$ cat src/rtl/cal_clk_pkg.sv
// ----------------------------------------------------------------------------
// cal_clk_pkg
// Types, constants and calendar helpers shared by the calendar clock counter.
// ----------------------------------------------------------------------------
package cal_clk_pkg;

    localparam int YEAR_W   = 12;
    localparam int MONTH_W  = 4;
    localparam int DAY_W    = 5;
    localparam int HOUR_W   = 5;
    localparam int MINUTE_W = 6;
    localparam int SECOND_W = 6;

    localparam logic OP_TICK = 1'b0;
    localparam logic OP_SET  = 1'b1;

    localparam logic [YEAR_W-1:0]   YEAR_MIN     = 12'd2020;
    localparam logic [YEAR_W-1:0]   YEAR_MAX     = 12'd2050;
    localparam logic [MONTH_W-1:0]  MONTH_LAST   = 4'd12;
    localparam logic [DAY_W-1:0]    DAY_LAST     = 5'd31;
    localparam logic [HOUR_W-1:0]   HOUR_LAST    = 5'd23;
    localparam logic [MINUTE_W-1:0] MINUTE_LAST  = 6'd59;
    localparam logic [SECOND_W-1:0] SECOND_LAST  = 6'd59;

    localparam logic [YEAR_W-1:0]   RST_YEAR     = 12'd2024;
    localparam logic [MONTH_W-1:0]  RST_MONTH    = 4'd8;
    localparam logic [DAY_W-1:0]    RST_DAY      = 5'd30;
    localparam logic [HOUR_W-1:0]   RST_HOUR     = 5'd12;
    localparam logic [MINUTE_W-1:0] RST_MINUTE   = 6'd0;
    localparam logic [SECOND_W-1:0] RST_SECOND   = 6'd0;

    // reciprocal of 25 scaled by 2^17, exact for 12-bit years
    localparam int          RECIP25_SHIFT = 17;
    localparam logic [12:0] RECIP25       = 13'd5243;

    typedef struct packed {
        logic                opcode;
        logic [YEAR_W-1:0]   new_year;
        logic [MONTH_W-1:0]  new_month;
        logic [DAY_W-1:0]    new_day;
        logic [HOUR_W-1:0]   new_hour;
        logic [MINUTE_W-1:0] new_minute;
        logic [SECOND_W-1:0] new_second;
    } t_in_word;

    typedef struct packed {
        logic [YEAR_W-1:0]   cur_year;
        logic [MONTH_W-1:0]  cur_month;
        logic [DAY_W-1:0]    cur_day;
        logic [HOUR_W-1:0]   cur_hour;
        logic [MINUTE_W-1:0] cur_minute;
        logic [SECOND_W-1:0] cur_second;
        logic                rejected;
    } t_out_word;

    typedef struct packed {
        logic [YEAR_W-1:0]   year;
        logic [MONTH_W-1:0]  month;
        logic [DAY_W-1:0]    day;
        logic [HOUR_W-1:0]   hour;
        logic [MINUTE_W-1:0] minute;
        logic [SECOND_W-1:0] second;
    } t_time;

    function automatic logic is_leap(input logic [YEAR_W-1:0] y);
        logic [24:0]       prod;
        logic [7:0]        quot;
        logic [YEAR_W-1:0] q_ext;
        logic [YEAR_W-1:0] back;
        logic              div25;
        prod  = 25'(y) * 25'(RECIP25);
        quot  = prod[24:RECIP25_SHIFT];
        q_ext = {4'b0000, quot};
        back  = (q_ext << 4) + (q_ext << 3) + q_ext;
        div25 = (back == y);
        return (y[1:0] == 2'b00) && (!div25 || (y[3:0] == 4'b0000));
    endfunction

    function automatic logic [DAY_W-1:0] month_len(input logic [MONTH_W-1:0] m,
                                                    input logic leap);
        logic [DAY_W-1:0] len;
        unique case (m)
            4'd4, 4'd6, 4'd9, 4'd11: len = 5'd30;
            4'd2:                    len = leap ? 5'd29 : 5'd28;
            default:                 len = 5'd31;
        endcase
        return len;
    endfunction

endpackage

$ cat src/rtl/calendar_clock_counter_top.sv
// ----------------------------------------------------------------------------
// calendar_clock_counter_top
// Calendar clock: each word is a one-second tick or a checked time load;
// every word returns the resulting time and a reject flag.
//
//   channel | valid   | stall   | payload
//   --------+---------+---------+-----------------------
//   input   | i_valid | o_stall | i_in_word  (t_in_word)
//   output  | o_valid | i_stall | o_out_word (t_out_word)
//
// one word per cycle while o_stall is low; a taken word passes the input
// register, then next-time logic into the result register
// reset loads 2024-08-30 12:00:00 and empties both registers
// o_stall rises only when the input register is full and the result register
// is full and stalled
// ----------------------------------------------------------------------------
module calendar_clock_counter_top
    import cal_clk_pkg::*;
(
    input  logic      i_clk,
    input  logic      i_rst_n,
    input  logic      i_valid,
    output logic      o_stall,
    input  t_in_word  i_in_word,
    output logic      o_valid,
    input  logic      i_stall,
    output t_out_word o_out_word
);

    logic      r_in_vld;
    t_in_word  r_in;
    logic      r_out_vld;
    t_out_word r_out;
    t_time     r_time;
    t_time     n_time;
    logic      n_rejected;
    logic      advance;

    assign advance = r_in_vld && (!r_out_vld || !i_stall);
    assign o_stall = r_in_vld && r_out_vld && i_stall;

    cal_clk_step u_step (
        .i_time     (r_time),
        .i_word     (r_in),
        .o_time     (n_time),
        .o_rejected (n_rejected)
    );

    always_ff @(posedge i_clk) begin
        if (!i_rst_n) begin
            r_in_vld <= 1'b0;
        end else if (i_valid && !o_stall) begin
            r_in_vld <= 1'b1;
        end else if (advance) begin
            r_in_vld <= 1'b0;
        end
    end

    always_ff @(posedge i_clk) begin
        if (i_valid && !o_stall) begin
            r_in <= i_in_word;
        end
    end

    always_ff @(posedge i_clk) begin
        if (!i_rst_n) begin
            r_out_vld <= 1'b0;
        end else if (advance) begin
            r_out_vld <= 1'b1;
        end else if (!i_stall) begin
            r_out_vld <= 1'b0;
        end
    end

    always_ff @(posedge i_clk) begin
        if (advance) begin
            r_out <= '{cur_year:   n_time.year,
                       cur_month:  n_time.month,
                       cur_day:    n_time.day,
                       cur_hour:   n_time.hour,
                       cur_minute: n_time.minute,
                       cur_second: n_time.second,
                       rejected:   n_rejected};
        end
    end

    always_ff @(posedge i_clk) begin
        if (!i_rst_n) begin
            r_time <= '{year:   RST_YEAR,
                        month:  RST_MONTH,
                        day:    RST_DAY,
                        hour:   RST_HOUR,
                        minute: RST_MINUTE,
                        second: RST_SECOND};
        end else if (advance) begin
            r_time <= n_time;
        end
    end

    assign o_valid    = r_out_vld;
    assign o_out_word = r_out;

endmodule

$ cat src/rtl/cal_clk_step.sv
// ----------------------------------------------------------------------------
// cal_clk_step
// Next-time logic: one-second advance with calendar rollover, or a checked
// load of a new time.
// ----------------------------------------------------------------------------
module cal_clk_step
    import cal_clk_pkg::*;
(
    input  t_time    i_time,
    input  t_in_word i_word,
    output t_time    o_time,
    output logic     o_rejected
);

    t_time               tick_time;
    logic                sec_wrap;
    logic                min_wrap;
    logic                hour_wrap;
    logic [DAY_W:0]      day_inc;
    logic [DAY_W-1:0]    len;
    logic                day_over;
    logic                month_wrap;
    logic                set_ok;

    assign sec_wrap   = (i_time.second >= SECOND_LAST);
    assign min_wrap   = (i_time.minute >= MINUTE_LAST);
    assign hour_wrap  = (i_time.hour >= HOUR_LAST);
    assign day_inc    = {1'b0, i_time.day} + 6'd1;
    assign len        = month_len(i_time.month, is_leap(i_time.year));
    assign day_over   = (day_inc > {1'b0, len});
    assign month_wrap = (i_time.month >= MONTH_LAST);

    always_comb begin
        tick_time = i_time;
        if (sec_wrap) begin
            tick_time.second = '0;
            if (min_wrap) begin
                tick_time.minute = '0;
                if (hour_wrap) begin
                    tick_time.hour = '0;
                    if (day_over) begin
                        tick_time.day = 5'd1;
                        if (month_wrap) begin
                            tick_time.month = 4'd1;
                            tick_time.year  = i_time.year + 12'd1;
                        end else begin
                            tick_time.month = i_time.month + 4'd1;
                        end
                    end else begin
                        tick_time.day = day_inc[DAY_W-1:0];
                    end
                end else begin
                    tick_time.hour = i_time.hour + 5'd1;
                end
            end else begin
                tick_time.minute = i_time.minute + 6'd1;
            end
        end else begin
            tick_time.second = i_time.second + 6'd1;
        end
    end

    assign set_ok = (i_word.new_year >= YEAR_MIN) && (i_word.new_year <= YEAR_MAX)
                 && (i_word.new_month >= 4'd1) && (i_word.new_month <= MONTH_LAST)
                 && (i_word.new_day >= 5'd1) && (i_word.new_day <= DAY_LAST)
                 && (i_word.new_hour <= HOUR_LAST)
                 && (i_word.new_minute <= MINUTE_LAST)
                 && (i_word.new_second <= SECOND_LAST);

    always_comb begin
        o_time     = i_time;
        o_rejected = 1'b0;
        unique case (i_word.opcode)
            OP_TICK: o_time = tick_time;
            OP_SET: begin
                if (set_ok) begin
                    o_time.year   = i_word.new_year;
                    o_time.month  = i_word.new_month;
                    o_time.day    = i_word.new_day;
                    o_time.hour   = i_word.new_hour;
                    o_time.minute = i_word.new_minute;
                    o_time.second = i_word.new_second;
                end else begin
                    o_rejected = 1'b1;
                end
            end
            default: o_time = i_time;
        endcase
    end

endmodule
$ cat config.mk
export PLATFORM = sky130hd
export DESIGN_NAME = calendar_clock_counter_top
export DESIGN_NICKNAME = d
export VERILOG_FILES = /design/src/rtl/cal_clk_pkg.sv /design/src/rtl/calendar_clock_counter_top.sv /design/src/rtl/cal_clk_step.sv
export SDC_FILE = /design/constraint.sdc
export NUM_CORES = 1
export LEC_CHECK = 0
export ABC_AREA = 1
export BUFFER_PORTS_ARGS = -buffer_cell sky130_fd_sc_hd__buf_2
export CAP_MARGIN = 20
export CORE_ASPECT_RATIO = 0.8
export CORE_UTILIZATION = 35
export CTS_CLUSTER_DIAMETER = 200
export DETAILED_ROUTE_END_ITERATION = 12
export PLACE_DENSITY = 0.61
export SLEW_MARGIN = 20
export SYNTH_ARGS = -nofsm -noshare
export SYNTH_HDL_FRONTEND = slang
export SYNTH_SLANG_ARGS = --single-unit
$ cat constraint.sdc
create_clock -name i_clk -period 11.1 [get_ports i_clk]
set_clock_uncertainty 0.05 [all_clocks]
set_input_delay 1.11 -clock i_clk [delete_from_list [all_inputs] [get_ports i_clk]]
set_output_delay 1.11 -clock i_clk [all_outputs]
set_load 0.05 [all_outputs]
==> flow_metrics.env <==
export IMPL_cts_tree="built"
export IMPL_p_leak_nw=5.522
export IMPL_cp_slowest_cell="fa_1"
export IMPL_seqCellArea_sq_um=3143
export IMPL_numCtsBuffers=17
export IMPL_netlist_instances=1174
export IMPL_yosys_warnings=0
export IMPL_critPathMaxFanout=10
export IMPL_synth_seq_area_share_pct=32.52
export IMPL_status="finished, violations left"
export IMPL_tns_ps=0
export IMPL_num_rows=54
export IMPL_diodes=0
export IMPL_cts_sinks=118
export IMPL_finalMaxSlewViolations=0
export IMPL_ios=84
export IMPL_required_ps=11230
export IMPL_ys_flop_type="edfxtp_1"
export IMPL_dr_total_vias=8136
export IMPL_grt_use_met2_pct=25.93
export IMPL_dieArea_sq_um=28290
export IMPL_setup_viol=0
export IMPL_clockRootBuffer="clkbuf_16"
export IMPL_overflow=0
export IMPL_synth_mux_area_share_pct=0
export IMPL_use_met3_pct=4.079
export IMPL_cpMostUsedCell="nand2_1"
export IMPL_htree_num_levels=4
export IMPL_clkPwrFrac_pct=16.1
export IMPL_num_fill_cells=2709
export IMPL_grt_use_total_pct=18.35
export IMPL_dr_pass1_iters=9
export IMPL_cpPeakStageDelay_ps=610
export IMPL_ctsHoldBuffers=0
export IMPL_synthDistinctLibCells=47
export IMPL_drt_initial_drc_count=644
export IMPL_dpl_instance_area_sq_um=10460
export IMPL_multi_input_area_sq_um=5559
export IMPL_synth_xor_area_share_pct=1.592
export IMPL_cts_path_max_buffers=2
export IMPL_synthAdderAreaFrac_pct=23.46
export IMPL_ys_ff_latch=118
export IMPL_ys_async_sr_fraction_pct=0
export IMPL_reg2reg_to="o_out_word[31]"
export IMPL_rr_startpoint="r_time[32]"
export IMPL_avgSynthCellArea_sq_um=8.233
export IMPL_fmaxAchievable_mhz=109.8
export IMPL_routed_via_density=4.976
export IMPL_synth_simple_gate_area_share_pct=23.02
export IMPL_fin_crit_ps=9106
export IMPL_grt_setup_unrepaired="false"
export IMPL_powerDensity_nw_per_um2=341.2
export IMPL_synth_area_sq_um=9666
export IMPL_ir_worst_vdd_mv=0.3115
export IMPL_port_buffer_count=83
export IMPL_remaining_drc_errors=2
export IMPL_areaGrowthSynthToFinish_pct=14.98
export IMPL_mostFrequentLayoutCells="nand2_1 (263), inv_1 (218), ha_1 (106), nand3_1 (105), buf_2 (83)"
export IMPL_timing_hold_violations_final=0
export IMPL_worst_slew_pin_transition_ps=1003
export IMPL_min_delay_start="r_time[15]"
export IMPL_drive_above_1_share_pct=12.98
export IMPL_max_slew_margin_pct=33.14
export IMPL_violations="DRC"
export IMPL_arrival_ps=9230
export IMPL_whs_path_depth=2
export IMPL_finalNonFillerCells=1635
export IMPL_gp_congestion=0.9298
export IMPL_clk_pin_slew_ps=60
export IMPL_dieWidth_microns=187.8
export IMPL_grt_busiest_layer="met1"
export IMPL_antenna_found_initial=0
export IMPL_final_area_sq_um=11110
export IMPL_synth_edf_count=78
export IMPL_routed_wl_mm=25.33
export IMPL_switchingPower_mw=1.865
export IMPL_ff2ff_setup_slack_ps=1990
export IMPL_start_kind="flop"
export IMPL_power_internal_mw=1.928
export IMPL_syn_nets=1370
export IMPL_synth_compound_area_share_pct=9.372
export IMPL_cts_setup_buffers=0
export IMPL_fin_crit_sh_pct=82.04
export IMPL_hp_class="flop to flop"
export IMPL_core_area_sq_um=27230
export IMPL_post_cts_resized=0
export IMPL_grt_max_degree=83
export IMPL_fp_dieH_microns=150.6
export IMPL_switching_share_pct=49.17
export IMPL_wire_per_inst_microns=15.49
export IMPL_layout_commonest_cell="nand2_1"
export IMPL_p_seq_share_pct=14.0
export IMPL_worstHoldEndpoint="r_time[15]"
export IMPL_combPwrFrac_pct=69.9
export IMPL_clk_latency_ps=420
export IMPL_worstSetupPathType="flop to flop"
export IMPL_max_cap_violations=0
export IMPL_synth_top_family_by_area="adder cells"
export IMPL_reg2reg_depth=44
export IMPL_start_util_pct=35.50
export IMPL_ant_nets=0
export IMPL_nets=1454
export IMPL_place_hpwl_mm=19.48
export IMPL_cp_end_kind="flop"
export IMPL_grt_pass1_vias=7579
export IMPL_placed_cells=1603
export IMPL_met1_usage_pct=28.25
export IMPL_grt_pass1_wl_mm=40.45
-- worst max-delay path, delay by kind of cell (launching register included) --
family | cells | cell delay [ps]
adder cells (fa/ha/maj) | 10 | 4390
flip-flops | 1 | 570
AO/OA/AOI/OAI | 4 | 800
buffers and inverters | 8 | 530
AND/OR/NAND/NOR | 22 | 2510
-- layer usage --
layer  routed length (microns)  part of all wire [%]
met1                     12780                    50
met2                     10430                    41
met3                      2037                   8.0
met4                        82                  0.32
met5                         0                     0
-- synthesized netlist by cell type (7+ instances only) --
cell type / count / area share (%)
nand4_1: 17 / 1.1
o21ai_1: 14 / 0.72
fa_1: 47 / 9.7
nand3_1: 105 / 5.4
nand2_1: 263 / 10
o21ai_0: 25 / 1.3
inv_1: 218 / 8.5
xnor2_1: 9 / 0.82
ha_1: 106 / 14
dfxtp_1: 40 / 8.3
o211ai_1: 18 / 1.4
edfxtp_1: 78 / 24
clkbuf_1: 11 / 0.43
nor2_2: 7 / 0.45
nor3_1: 12 / 0.62
a21oi_1: 70 / 3.6
nor2_1: 48 / 1.9
-- through the flow --
step	utilization [%]	power, mW	setup slack (ps)	hold slack [ps]
2_1_floorplan	-	2.574	3040	390.7
3_3_place_gp	38.42	3.154	2215	403.6
3_5_place_dp	38.42	3.167	2130	414.4
4_1_cts	40.81	3.805	2048	427.7
5_1_grt	40.81	4.276	1252	467.9
6_report	40.81	3.792	1994	420.3
-- layout make-up --
cell class | instances | area share, %
Multi-Input combinational cell | 807 | 50.02
Timing Repair Buffer | 87 | 4.008
Clock buffer | 18 | 3.862
Sequential cell | 118 | 28.28
Inverter | 227 | 7.712
Tap cell | 364 | 4.098
Clock inverter | 14 | 2.015
-- worst max-delay path by stage --
stage | slack (ps) | endpoint | start | cells past startpoint
final | 1990 | o_out_word[31] | r_time[32] | 44
after CTS | 2050 | o_out_word[31] | r_time[32] | 44
after detailed placement | 2130 | o_out_word[31] | r_time[32] | 46
after global placement | 2220 | o_out_word[31] | r_time[32] | 46
after global routing | 1250 | o_out_word[31] | r_time[32] | 44
after floorplan | 3040 | o_out_word[31] | r_time[32] | 43
-- power by group through the flow --
stage / logic, mW / clock network [mW] / registers, mW
after floorplan: 2.01 / 0 / 0.560
final: 2.65 / 0.612 / 0.531
after global routing: 3.10 / 0.638 / 0.535
after global placement: 2.61 / 0 / 0.539
after CTS: 2.65 / 0.620 / 0.530
after detailed placement: 2.63 / 0 / 0.539
-- flip-flops by register name, indices dropped and copies added (netlist names) --
register / flops
r_in_vld: 1
r_in: 39
r_time: 38
o_valid: 1
o_out_word: 39
-- logic make-up after synthesis --
kind of cell	count (synthesis)
AO/OA/AOI/OAI	152
XOR/XNOR	16
adder cells (fa/ha/maj)	153
buffers and inverters	249
flip-flops	118
AND/OR/NAND/NOR	486
Power figures use the tool's default switching activity.
